### src/rtl/clpm_pkg.sv
package clpm_pkg;

    // Sizing
    localparam int NUM_SLOTS     = 8;
    localparam int SLOT_W        = 3;
    localparam int OP_W          = 2;
    localparam int ACT_W         = 4;
    localparam int WIN_W         = 16;
    localparam int CNT_W         = 32;
    localparam int PCT_W         = 7;
    localparam int IDX_W         = $clog2(NUM_SLOTS + 1);
    localparam int SLOT_AW       = (NUM_SLOTS > 1) ? $clog2(NUM_SLOTS) : 1;
    localparam int TOT_W         = CNT_W + IDX_W;
    localparam int PROD_W        = CNT_W + PCT_W;
    localparam int STEP_W        = $clog2(PCT_W + 1);
    localparam int CFG_IDX_W     = 1;
    localparam int CFG_DATA_W    = 16;
    localparam int OUTQ_DEPTH    = 2;
    localparam int OUTQ_CNT_W    = $clog2(OUTQ_DEPTH + 1);

    localparam logic [WIN_W-1:0] WINDOW_RESET  = 16'd1000;
    localparam int               PERCENT_SCALE = 100;

    // Event codes
    typedef enum logic [OP_W-1:0] {
        OP_COUNT_SLOT = 2'd0,
        OP_COUNT_IDLE = 2'd1,
        OP_TICK       = 2'd2,
        OP_READ       = 2'd3
    } opcode_t;

    // Configuration register indexes
    typedef enum logic [CFG_IDX_W-1:0] {
        REG_ACTIVE_SLOTS = 1'b0,
        REG_WINDOW_TICKS = 1'b1
    } cfg_reg_t;

    // Controller states
    typedef enum logic [2:0] {
        ST_IDLE,
        ST_SUM,
        ST_MUL,
        ST_DLOAD,
        ST_DIV,
        ST_WRITE,
        ST_DONE
    } state_t;

    // Controller to datapath
    typedef struct packed {
        logic accept;
        logic sum_step;
        logic idx_clear;
        logic mul_load;
        logic div_start;
        logic write_pct;
        logic close_done;
    } dp_cmd_t;

    // Datapath to controller
    typedef struct packed {
        logic close_hit;
        logic idx_at_live;
        logic div_busy;
    } dp_status_t;

    // One result beat
    typedef struct packed {
        logic [PCT_W-1:0] slot_usage;
        logic [PCT_W-1:0] idle_usage;
        logic             window_closed;
    } result_t;

endpackage

### src/rtl/cpu_load_percentage_monitor_unit.sv
// CPU load percentage monitor.
// Input channel (in_valid/in_stall) carries one event per beat: count for a
// slot, count idle, a millisecond tick, or read a slot's usage. Every event
// yields exactly one result beat on the output channel (out_valid/out_stall):
// the stored percent of the addressed slot (0 for an unregistered slot), the
// stored idle percent, and window_closed for the tick that ended a window.
// Count, read and non-closing tick events are taken one per cycle while the
// result buffer has room; each result is registered into that buffer. A
// closing tick holds in_stall high while the window is summed and each percent
// is divided out by a shared divider that yields one quotient bit per cycle.
// Results sit in a two-beat buffer, so events keep flowing while the receiver
// stalls; in_stall rises once that buffer is full.
// Configuration writes (cfg_we/cfg_index/cfg_data) take effect at once and are
// to be made by the user only while no event is in flight; the block itself
// does not enforce this. Reset clears all counters and percents, sets zero
// registered slots and a window of 1000 ticks, and empties the result buffer.
module cpu_load_percentage_monitor_unit (
    input  logic                              clk,
    input  logic                              rst_n,
    input  logic                              in_valid,
    output logic                              in_stall,
    input  logic [clpm_pkg::OP_W-1:0]         opcode,
    input  logic [clpm_pkg::SLOT_W-1:0]       slot,
    output logic                              out_valid,
    input  logic                              out_stall,
    output logic [clpm_pkg::PCT_W-1:0]        slot_usage,
    output logic [clpm_pkg::PCT_W-1:0]        idle_usage,
    output logic                              window_closed,
    input  logic                              cfg_we,
    input  logic [clpm_pkg::CFG_IDX_W-1:0]    cfg_index,
    input  logic [clpm_pkg::CFG_DATA_W-1:0]   cfg_data
);

    clpm_pkg::dp_cmd_t    cmd;
    clpm_pkg::dp_status_t status;
    clpm_pkg::result_t    result;
    clpm_pkg::result_t    dout;
    logic                 push;
    logic                 q_full;

    clpm_ctrl u_ctrl (
        .clk      (clk),
        .rst_n    (rst_n),
        .in_valid (in_valid),
        .q_full   (q_full),
        .status   (status),
        .in_stall (in_stall),
        .push     (push),
        .cmd      (cmd)
    );

    clpm_dp u_dp (
        .clk       (clk),
        .rst_n     (rst_n),
        .opcode    (opcode),
        .slot      (slot),
        .cfg_we    (cfg_we),
        .cfg_index (cfg_index),
        .cfg_data  (cfg_data),
        .cmd       (cmd),
        .status    (status),
        .result    (result)
    );

    clpm_outq u_outq (
        .clk       (clk),
        .rst_n     (rst_n),
        .push      (push),
        .din       (result),
        .out_stall (out_stall),
        .out_valid (out_valid),
        .full      (q_full),
        .dout      (dout)
    );

    assign slot_usage    = dout.slot_usage;
    assign idle_usage    = dout.idle_usage;
    assign window_closed = dout.window_closed;

endmodule

### src/rtl/clpm_div.sv
module clpm_div (
    input  logic                          clk,
    input  logic                          rst_n,
    input  logic                          start,
    input  logic [clpm_pkg::PROD_W-1:0]   dividend,
    input  logic [clpm_pkg::TOT_W-1:0]    divisor,
    output logic                          busy,
    output logic [clpm_pkg::PCT_W-1:0]    quotient
);

    logic [clpm_pkg::TOT_W-1:0]  rem_reg, rem_next;
    logic [clpm_pkg::PCT_W-1:0]  lo_reg, lo_next;
    logic [clpm_pkg::PCT_W-1:0]  quo_reg, quo_next;
    logic [clpm_pkg::STEP_W-1:0] step_reg, step_next;
    logic                        busy_reg, busy_next;
    logic [clpm_pkg::TOT_W:0]    shifted;
    logic [clpm_pkg::TOT_W:0]    diff;
    logic                        ge;

    // Bring down one dividend bit and trial-subtract the divisor
    assign shifted = {rem_reg, lo_reg[clpm_pkg::PCT_W-1]};
    assign ge      = shifted >= {1'b0, divisor};
    assign diff    = shifted - {1'b0, divisor};

    // Load on start, then one quotient bit per cycle
    always_comb
    begin
        rem_next  = rem_reg;
        lo_next   = lo_reg;
        quo_next  = quo_reg;
        step_next = step_reg;
        busy_next = busy_reg;
        if (start)
        begin
            rem_next  = clpm_pkg::TOT_W'(dividend[clpm_pkg::PROD_W-1:clpm_pkg::PCT_W]);
            lo_next   = dividend[clpm_pkg::PCT_W-1:0];
            quo_next  = '0;
            step_next = clpm_pkg::STEP_W'(clpm_pkg::PCT_W);
            busy_next = 1'b1;
        end
        else if (busy_reg)
        begin
            rem_next  = ge ? diff[clpm_pkg::TOT_W-1:0] : shifted[clpm_pkg::TOT_W-1:0];
            lo_next   = lo_reg << 1;
            quo_next  = {quo_reg[clpm_pkg::PCT_W-2:0], ge};
            step_next = step_reg - clpm_pkg::STEP_W'(1);
            if (step_reg == clpm_pkg::STEP_W'(1))
            begin
                busy_next = 1'b0;
            end
        end
    end

    // Control state
    always_ff @(posedge clk or negedge rst_n)
    begin
        if (!rst_n)
        begin
            busy_reg <= 1'b0;
            step_reg <= '0;
        end
        else
        begin
            busy_reg <= busy_next;
            step_reg <= step_next;
        end
    end

    // Working registers
    always_ff @(posedge clk)
    begin
        rem_reg <= rem_next;
        lo_reg  <= lo_next;
        quo_reg <= quo_next;
    end

    assign busy     = busy_reg;
    assign quotient = quo_reg;

    // A division always runs the full quotient width
    a_div_length: assert property (@(posedge clk) disable iff (!rst_n)
        $fell(busy_reg) |-> $past(start, clpm_pkg::PCT_W + 1))
        else $error("divider finished after the wrong number of steps");

endmodule

### src/rtl/clpm_dp.sv
module clpm_dp (
    input  logic                              clk,
    input  logic                              rst_n,
    input  logic [clpm_pkg::OP_W-1:0]         opcode,
    input  logic [clpm_pkg::SLOT_W-1:0]       slot,
    input  logic                              cfg_we,
    input  logic [clpm_pkg::CFG_IDX_W-1:0]    cfg_index,
    input  logic [clpm_pkg::CFG_DATA_W-1:0]   cfg_data,
    input  clpm_pkg::dp_cmd_t                 cmd,
    output clpm_pkg::dp_status_t              status,
    output clpm_pkg::result_t                 result
);

    logic [clpm_pkg::ACT_W-1:0]   active_reg, active_next;
    logic [clpm_pkg::WIN_W-1:0]   window_reg, window_next;
    logic [clpm_pkg::CNT_W-1:0]   count_reg [clpm_pkg::NUM_SLOTS];
    logic [clpm_pkg::CNT_W-1:0]   count_next [clpm_pkg::NUM_SLOTS];
    logic [clpm_pkg::PCT_W-1:0]   pct_reg [clpm_pkg::NUM_SLOTS];
    logic [clpm_pkg::PCT_W-1:0]   pct_next [clpm_pkg::NUM_SLOTS];
    logic [clpm_pkg::CNT_W-1:0]   idle_cnt_reg, idle_cnt_next;
    logic [clpm_pkg::PCT_W-1:0]   idle_pct_reg, idle_pct_next;
    logic [clpm_pkg::WIN_W-1:0]   tick_reg, tick_next;
    logic [clpm_pkg::SLOT_W-1:0]  rd_slot_reg, rd_slot_next;
    logic [clpm_pkg::IDX_W-1:0]   idx_reg, idx_next;
    logic [clpm_pkg::TOT_W-1:0]   total_reg, total_next;
    logic [clpm_pkg::PROD_W-1:0]  prod_reg, prod_next;

    logic [clpm_pkg::IDX_W-1:0]   live;
    logic [clpm_pkg::IDX_W-1:0]   new_live;
    logic                         slot_valid;
    logic [clpm_pkg::SLOT_W-1:0]  out_slot;
    logic                         out_slot_valid;
    logic [clpm_pkg::SLOT_AW-1:0] cnt_addr;
    logic [clpm_pkg::SLOT_AW-1:0] pct_addr;
    logic [clpm_pkg::CNT_W-1:0]   count_rd;
    logic [clpm_pkg::CNT_W-1:0]   part;
    logic [clpm_pkg::WIN_W-1:0]   limit;
    logic [clpm_pkg::WIN_W-1:0]   tick_inc;
    logic                         close_hit;
    logic                         idx_at_live;
    logic                         div_busy;
    logic [clpm_pkg::PCT_W-1:0]   quotient;
    logic [clpm_pkg::PCT_W-1:0]   pct_new;

    // Registered slot count above the array size acts as the array size
    function automatic logic [clpm_pkg::IDX_W-1:0] clamp_live(
        input logic [clpm_pkg::ACT_W-1:0] a
    );
        logic [clpm_pkg::IDX_W-1:0] r;
        if (int'(a) > clpm_pkg::NUM_SLOTS)
        begin
            r = clpm_pkg::IDX_W'(clpm_pkg::NUM_SLOTS);
        end
        else
        begin
            r = clpm_pkg::IDX_W'(a);
        end
        return r;
    endfunction

    assign live     = clamp_live(active_reg);
    assign new_live = clamp_live(cfg_data[clpm_pkg::ACT_W-1:0]);

    // Slot checks for the incoming event and for the reported slot
    assign slot_valid     = int'(slot) < int'(live);
    assign out_slot       = cmd.close_done ? rd_slot_reg : slot;
    assign out_slot_valid = int'(out_slot) < int'(live);

    // Counter port: event slot while taking an event, sweep index otherwise
    assign cnt_addr = cmd.accept ? clpm_pkg::SLOT_AW'(slot)
                                 : idx_reg[clpm_pkg::SLOT_AW-1:0];
    assign count_rd = count_reg[cnt_addr];
    assign pct_addr = clpm_pkg::SLOT_AW'(out_slot);

    assign idx_at_live = idx_reg == live;
    assign part        = idx_at_live ? idle_cnt_reg : count_rd;

    // Window tick compare
    assign limit     = (window_reg == '0) ? clpm_pkg::WIN_W'(1) : window_reg;
    assign tick_inc  = tick_reg + clpm_pkg::WIN_W'(1);
    assign close_hit = (clpm_pkg::opcode_t'(opcode) == clpm_pkg::OP_TICK)
                       && (tick_inc >= limit);

    // An empty window reports zero everywhere
    assign pct_new = (total_reg == '0) ? '0 : quotient;

    clpm_div u_div (
        .clk      (clk),
        .rst_n    (rst_n),
        .start    (cmd.div_start),
        .dividend (prod_reg),
        .divisor  (total_reg),
        .busy     (div_busy),
        .quotient (quotient)
    );

    assign status = '{close_hit: close_hit, idx_at_live: idx_at_live, div_busy: div_busy};

    assign result = '{slot_usage:    out_slot_valid ? pct_reg[pct_addr] : '0,
                      idle_usage:    idle_pct_reg,
                      window_closed: cmd.close_done};

    // Next-state logic for configuration, counters and the close sweep
    always_comb
    begin
        active_next   = active_reg;
        window_next   = window_reg;
        count_next    = count_reg;
        pct_next      = pct_reg;
        idle_cnt_next = idle_cnt_reg;
        idle_pct_next = idle_pct_reg;
        tick_next     = tick_reg;
        rd_slot_next  = rd_slot_reg;
        idx_next      = idx_reg;
        total_next    = total_reg;
        prod_next     = prod_reg;

        // Configuration writes; dropping slots clears them
        if (cfg_we)
        begin
            unique case (clpm_pkg::cfg_reg_t'(cfg_index))
                clpm_pkg::REG_ACTIVE_SLOTS:
                begin
                    active_next = cfg_data[clpm_pkg::ACT_W-1:0];
                    for (int i = 0; i < clpm_pkg::NUM_SLOTS; i++)
                    begin
                        if (i >= int'(new_live))
                        begin
                            count_next[i] = '0;
                            pct_next[i]   = '0;
                        end
                    end
                end
                clpm_pkg::REG_WINDOW_TICKS:
                begin
                    window_next = cfg_data[clpm_pkg::WIN_W-1:0];
                end
                default:
                begin
                    active_next = active_reg;
                end
            endcase
        end

        // Event beat
        if (cmd.accept)
        begin
            rd_slot_next = slot;
            unique case (clpm_pkg::opcode_t'(opcode))
                clpm_pkg::OP_COUNT_SLOT:
                begin
                    if (slot_valid && (count_rd != '1))
                    begin
                        count_next[cnt_addr] = count_rd + clpm_pkg::CNT_W'(1);
                    end
                end
                clpm_pkg::OP_COUNT_IDLE:
                begin
                    if (idle_cnt_reg != '1)
                    begin
                        idle_cnt_next = idle_cnt_reg + clpm_pkg::CNT_W'(1);
                    end
                end
                clpm_pkg::OP_TICK:
                begin
                    if (close_hit)
                    begin
                        tick_next  = '0;
                        total_next = clpm_pkg::TOT_W'(idle_cnt_reg);
                        idx_next   = '0;
                    end
                    else
                    begin
                        tick_next = tick_inc;
                    end
                end
                clpm_pkg::OP_READ:
                begin
                    tick_next = tick_reg;
                end
                default:
                begin
                    tick_next = tick_reg;
                end
            endcase
        end

        // Accumulate the window total
        if (cmd.sum_step)
        begin
            total_next = total_reg + clpm_pkg::TOT_W'(count_rd);
            idx_next   = idx_reg + clpm_pkg::IDX_W'(1);
        end

        if (cmd.idx_clear)
        begin
            idx_next = '0;
        end

        // Scale the current part by the percent factor
        if (cmd.mul_load)
        begin
            prod_next = clpm_pkg::PROD_W'(part) * clpm_pkg::PROD_W'(clpm_pkg::PERCENT_SCALE);
        end

        // Store the percent and clear the counter
        if (cmd.write_pct)
        begin
            if (idx_at_live)
            begin
                idle_pct_next = pct_new;
                idle_cnt_next = '0;
            end
            else
            begin
                pct_next[idx_reg[clpm_pkg::SLOT_AW-1:0]]   = pct_new;
                count_next[idx_reg[clpm_pkg::SLOT_AW-1:0]] = '0;
            end
            idx_next = idx_reg + clpm_pkg::IDX_W'(1);
        end
    end

    // Architectural state
    always_ff @(posedge clk or negedge rst_n)
    begin
        if (!rst_n)
        begin
            active_reg   <= '0;
            window_reg   <= clpm_pkg::WINDOW_RESET;
            idle_cnt_reg <= '0;
            idle_pct_reg <= '0;
            tick_reg     <= '0;
            idx_reg      <= '0;
            for (int i = 0; i < clpm_pkg::NUM_SLOTS; i++)
            begin
                count_reg[i] <= '0;
                pct_reg[i]   <= '0;
            end
        end
        else
        begin
            active_reg   <= active_next;
            window_reg   <= window_next;
            idle_cnt_reg <= idle_cnt_next;
            idle_pct_reg <= idle_pct_next;
            tick_reg     <= tick_next;
            idx_reg      <= idx_next;
            count_reg    <= count_next;
            pct_reg      <= pct_next;
        end
    end

    // Sweep payload
    always_ff @(posedge clk)
    begin
        rd_slot_reg <= rd_slot_next;
        total_reg   <= total_next;
        prod_reg    <= prod_next;
    end

    // Summing only touches registered slots
    a_sum_in_range: assert property (@(posedge clk) disable iff (!rst_n)
        cmd.sum_step |-> (idx_reg < live))
        else $error("window sum stepped past the registered slots");

    // A nonzero window never yields more than full scale
    a_pct_range: assert property (@(posedge clk) disable iff (!rst_n)
        (cmd.write_pct && (total_reg != '0))
        |-> (quotient <= clpm_pkg::PCT_W'(clpm_pkg::PERCENT_SCALE)))
        else $error("computed percent above full scale");

endmodule

### src/rtl/clpm_ctrl.sv
module clpm_ctrl (
    input  logic                  clk,
    input  logic                  rst_n,
    input  logic                  in_valid,
    input  logic                  q_full,
    input  clpm_pkg::dp_status_t  status,
    output logic                  in_stall,
    output logic                  push,
    output clpm_pkg::dp_cmd_t     cmd
);

    clpm_pkg::state_t state_reg, state_next;
    logic             accept;

    // Next state and commands
    always_comb
    begin
        state_next = state_reg;
        cmd        = '0;
        push       = 1'b0;
        in_stall   = (state_reg != clpm_pkg::ST_IDLE) || q_full;
        accept     = in_valid && !in_stall;

        unique case (state_reg)
            clpm_pkg::ST_IDLE:
            begin
                cmd.accept = accept;
                if (accept)
                begin
                    if (status.close_hit)
                    begin
                        state_next = clpm_pkg::ST_SUM;
                    end
                    else
                    begin
                        push = 1'b1;
                    end
                end
            end
            clpm_pkg::ST_SUM:
            begin
                if (status.idx_at_live)
                begin
                    cmd.idx_clear = 1'b1;
                    state_next    = clpm_pkg::ST_MUL;
                end
                else
                begin
                    cmd.sum_step = 1'b1;
                end
            end
            clpm_pkg::ST_MUL:
            begin
                cmd.mul_load = 1'b1;
                state_next   = clpm_pkg::ST_DLOAD;
            end
            clpm_pkg::ST_DLOAD:
            begin
                cmd.div_start = 1'b1;
                state_next    = clpm_pkg::ST_DIV;
            end
            clpm_pkg::ST_DIV:
            begin
                if (!status.div_busy)
                begin
                    state_next = clpm_pkg::ST_WRITE;
                end
            end
            clpm_pkg::ST_WRITE:
            begin
                cmd.write_pct = 1'b1;
                state_next    = status.idx_at_live ? clpm_pkg::ST_DONE : clpm_pkg::ST_MUL;
            end
            clpm_pkg::ST_DONE:
            begin
                cmd.close_done = 1'b1;
                push           = 1'b1;
                state_next     = clpm_pkg::ST_IDLE;
            end
            default:
            begin
                state_next = clpm_pkg::ST_IDLE;
            end
        endcase
    end

    // State register
    always_ff @(posedge clk or negedge rst_n)
    begin
        if (!rst_n)
        begin
            state_reg <= clpm_pkg::ST_IDLE;
        end
        else
        begin
            state_reg <= state_next;
        end
    end

    // A closing tick always starts the window sum
    a_close_starts_sum: assert property (@(posedge clk) disable iff (!rst_n)
        (accept && status.close_hit) |=> (state_reg == clpm_pkg::ST_SUM))
        else $error("closing tick did not start the window sum");

endmodule

### src/rtl/clpm_outq.sv
module clpm_outq (
    input  logic                                 clk,
    input  logic                                 rst_n,
    input  logic                                 push,
    input  clpm_pkg::result_t                    din,
    input  logic                                 out_stall,
    output logic                                 out_valid,
    output logic                                 full,
    output clpm_pkg::result_t                    dout
);

    clpm_pkg::result_t                e0_reg, e0_next;
    clpm_pkg::result_t                e1_reg, e1_next;
    logic [clpm_pkg::OUTQ_CNT_W-1:0]  cnt_reg, cnt_next;
    logic [clpm_pkg::OUTQ_CNT_W-1:0]  fill;
    logic                             pop;

    assign out_valid = cnt_reg != '0;
    assign full      = cnt_reg == clpm_pkg::OUTQ_CNT_W'(clpm_pkg::OUTQ_DEPTH);
    assign pop       = out_valid && !out_stall;
    assign fill      = cnt_reg - clpm_pkg::OUTQ_CNT_W'(pop);
    assign dout      = e0_reg;

    // Advance the head on a taken beat, write the new beat behind it
    always_comb
    begin
        e0_next  = e0_reg;
        e1_next  = e1_reg;
        if (pop)
        begin
            e0_next = e1_reg;
        end
        if (push)
        begin
            if (fill == '0)
            begin
                e0_next = din;
            end
            else
            begin
                e1_next = din;
            end
        end
        cnt_next = cnt_reg + clpm_pkg::OUTQ_CNT_W'(push) - clpm_pkg::OUTQ_CNT_W'(pop);
    end

    always_ff @(posedge clk or negedge rst_n)
    begin
        if (!rst_n)
        begin
            cnt_reg <= '0;
        end
        else
        begin
            cnt_reg <= cnt_next;
        end
    end

    always_ff @(posedge clk)
    begin
        e0_reg <= e0_next;
        e1_reg <= e1_next;
    end

    // Never write into a full buffer
    a_no_overflow: assert property (@(posedge clk) disable iff (!rst_n)
        push |-> (!full || pop))
        else $error("result buffer overflow");

endmodule

### config.mk
export PLATFORM = sky130hd
export DESIGN_NAME = cpu_load_percentage_monitor_unit
export DESIGN_NICKNAME = d
export VERILOG_FILES = /design/src/rtl/clpm_pkg.sv /design/src/rtl/cpu_load_percentage_monitor_unit.sv /design/src/rtl/clpm_div.sv /design/src/rtl/clpm_dp.sv /design/src/rtl/clpm_ctrl.sv /design/src/rtl/clpm_outq.sv
export SDC_FILE = /design/constraint.sdc
export NUM_CORES = 2
export LEC_CHECK = 0
export ABC_AREA = 1
export BUFFER_PORTS_ARGS = -buffer_cell sky130_fd_sc_hd__clkbuf_2
export CAP_MARGIN = 10
export CORE_MARGIN = 1.5
export CORE_UTILIZATION = 35
export CTS_BUF_LIST = sky130_fd_sc_hd__clkbuf_16
export CTS_CLUSTER_DIAMETER = 150
export DETAILED_ROUTE_END_ITERATION = 16
export PLACE_DENSITY_LB_ADDON = 0.05
export SYNTH_ARGS = -nofsm -noshare
export SYNTH_HDL_FRONTEND = slang
export SYNTH_SLANG_ARGS = --single-unit
### constraint.sdc
create_clock -name clk -period 8.2 [get_ports clk]
set_clock_uncertainty 0.1 [all_clocks]
set_input_delay 0 -clock clk [delete_from_list [all_inputs] [get_ports clk]]
set_output_delay 0 -clock clk [all_outputs]
set_load 0.02 [all_outputs]
==> metrics.md <==
| Metric | Value |
|---|---|
| Root Buffer | `clkbuf_16` |
| Total GRT Usage | `0.273` |
| # setup viols final | `0` |
| Register area share after synthesis | `0.364` |
| DP HPWL | `114 mm` |
| Rel. slew slack | `0.165` |
| Syn_area_per_cell | `6.84 µm²` |
| GPL Wtd Cong | `0.942` |
| Least-Margin Pin Slew | `1250 ps` |
| CTS tree | `done` |
| Core area | `0.111 mm²` |
| Flops & latches, synth | `554` |
| FP Rows | `122` |
| Chip width | `339 µm` |
| Io pins | `44` |
| Die area | `0.115 mm²` |
| Worst-skew pair later-pin latency | `660 ps` |
| Synth cell types | `60` |
| Port bufs | `43` |
| Worst EP required | `8470 ps` |
| Hold Path Origin | `cfg_data[5]` |
| Arr. time, crit path | `7400 ps` |
| Drt total wl | `160 mm` |
| Vias/cell | `5.23` |
| Post-CTS Setup Inserts | `0` |
| Max-slew violation count | `0` |
| Initial antenna violation count | `5` |
| Iteration-0 DRC Markers | `3431` |
| Post-synth ARST share | `0.722` |
| Drc violations | `0` |
| Die Ht | `339 µm` |
| Number of global-route vias before repair | `35623` |
| Synth area leaders | `dfrtp_1 25%, nand2_1 17%, edfxtp_1 9.7%, o21ai_0 7.3%, inv_1 6.9%` |
| CP startpoint kind | `flip-flop` |
| Ys flop type | `dfrtp_1` |
| Worst path slowest cell | `fa_1` |
| Most common cell after layout, fill and taps aside | `nand2_1` |
| First-pass GRT wire length | `236 mm` |
| Gr ovfl total | `0` |
| CP Class | `flip-flop to flip-flop` |
| Tcrit/Tclk final | `0.869` |
| Synth area leader | `dfrtp_1` |
| Layout cells sized above 1 | `0.0524` |
| Area grow syn2layout | `10.9%` |
| Largest net degree at the start of global routing | `124` |
| Synth Instances | `5771` |
| # nets final | `6009` |
| Hold path cells | `4` |
| Status | `complete, no violations` |
| Max-Cap Viols | `0` |
| Number of flip-flops in the largest register | `256` |
| R2R Path End | `u_dp.prod_reg[33]` |
| Critical Path Sink Type | `flip-flop` |
| Via count | `38220` |
| WL/cell | `21.9 µm` |
| Syn_nets | `6013` |
| CTS buffer count | `75` |
| Fmax | `140 MHz` |
| Crit-path max cell delay | `500 ps` |
| Flop-to-flop setup slack | `1070 ps` |
| Clock buffer depth | `3` |
| Reg clk slew, reported paths | `50 ps` |
| Min-Delay Path Class | `input pin to flip-flop` |
| H-tree Lvls | `3` |
| Hold Path Sink | `u_dp.window_reg[5]` |
| CP Max Fanout | `35` |
| Post-synth top area share | `0.250` |
| Final hold viol count | `0` |
| Commonest non-fill, non-tap cells in the layout | `1770 x nand2_1, 748 x inv_1, 572 x o21ai_0, 560 x nor2_1, 394 x dfrtp_1` |
| R2R Path Start | `u_ctrl.state_reg[0]` |
| R2R depth | `31` |
| Ys Warns | `0` |
| Final ANT Viol Nets | `0` |
| TritonRoute pass-1 iters | `6` |
| Starting Density | `0.355` |
| Final worst path period need | `7130 ps` |
| Crit path top cell by count | `nand2_1` |
| Total negative setup slack | `0 ps` |
| RSZ-0062 raised after global routing | `no` |
| CTS sink cnt | `554` |
| Mapped Area | `0.0395 mm²` |
| Post-synth EDFFs | `128` |
-- synthesized netlist by cell type, drive strengths merged, types with 3 or more instances --
cell type,n
nand2,1792
inv,736
o21ai,634
nor2,578
dfrtp,394
nand3,342
a21oi,302
ha,189
clkbuf,135
edfxtp,128
buf,103
xor2,73
xnor2,47
nand4,46
nor3,34
a31oi,29
dfxtp,26
fa,26
nor4,26
a21boi,14
o21bai,14
o22ai,13
a32o,12
o211ai,10
or2,8
a22oi,7
clkinv,7
a21o,6
dfstp,6
o21a,6
nand3b,4
o31ai,4
a221oi,3
o221ai,3
o32ai,3
-- final cells by class --
cell class | instances | area, µm²
Multi-Input combinational cell | 4236 | 21300
Fill cell | 11882 | 67500
Inverter | 743 | 2790
Antenna cell | 3 | 7.51
Clock buffer | 78 | 1950
Sequential cell | 554 | 14400
Clock inverter | 53 | 310
Tap cell | 1488 | 1860
Timing Repair Buffer | 157 | 1210
-- worst max-delay path by stage --
stage	from	end
2_1_floorplan	u_dp.active_reg[3]	u_dp.prod_reg[34]
3_3_place_gp	u_ctrl.state_reg[0]	u_dp.prod_reg[35]
3_5_place_dp	u_ctrl.state_reg[0]	u_dp.prod_reg[33]
4_1_cts	u_ctrl.state_reg[0]	u_dp.prod_reg[33]
5_1_grt	u_ctrl.state_reg[0]	u_dp.prod_reg[33]
6_report	u_ctrl.state_reg[0]	u_dp.prod_reg[33]
-- layer usage --
| layer | part of all wire | routed length, µm | GRT usage |
|---|---|---|---|
| met5 | 0 | 0 | 0 |
| met4 | 0.033 | 5240 | 0.0882 |
| met3 | 0.066 | 10500 | 0.0448 |
| met2 | 0.45 | 72800 | 0.439 |
| met1 | 0.45 | 71600 | 0.373 |
-- through the flow --
step	hold WS, ps	instance area (µm²)	util	setup slack (ps)	cells
detailed placement	-84.5	41200	0.370	1090	7150
CTS	9.23	43800	0.393	1050	7309
finish	52.3	43800	0.393	1070	7312
global route	51.1	43800	0.393	485	7309
global placement	-80.2	41200	0.370	1160	7150
floorplan	-396	39500	-	2400	5771
-- worst max-delay path, delay by kind of cell (launching register included) --
family                     cells  cell delay (ps)
and+or+nand+nor               11             1500
AOI/OAI and AO/OA             10             2550
DFF                            1              450
buffers and inverters          5              650
adders and majority gates      4             1410
xor gates and xnor gates       1              160
-- logic make-up (layout without fill, tap and decap cells) --
| group | count (synthesis) | after routing | share of synthesized area |
|---|---|---|---|
| AND/OR/NAND/NOR | 2832 | 2832 | 0.291 |
| AO/OA/AOI/OAI | 1068 | 1068 | 0.144 |
| buffers and inverters | 981 | 1031 | 0.0998 |
| flip-flops | 554 | 554 | 0.364 |
| adder cells (fa/ha/maj) | 215 | 215 | 0.0731 |
| XOR/XNOR | 120 | 120 | 0.0268 |
| multiplexers | 1 | 1 | 0.000254 |
| other | 0 | 3 | 0 |
-- timing repair --
action,in CTS,in global routing
hold buffers,28,0
hold endpoints to repair,318,0
setup endpoints to repair,0,0
gates resized for setup,0,0
Power is not shown: default switching activity piles up to over one toggle a cycle in this logic, so the estimate is an artifact.
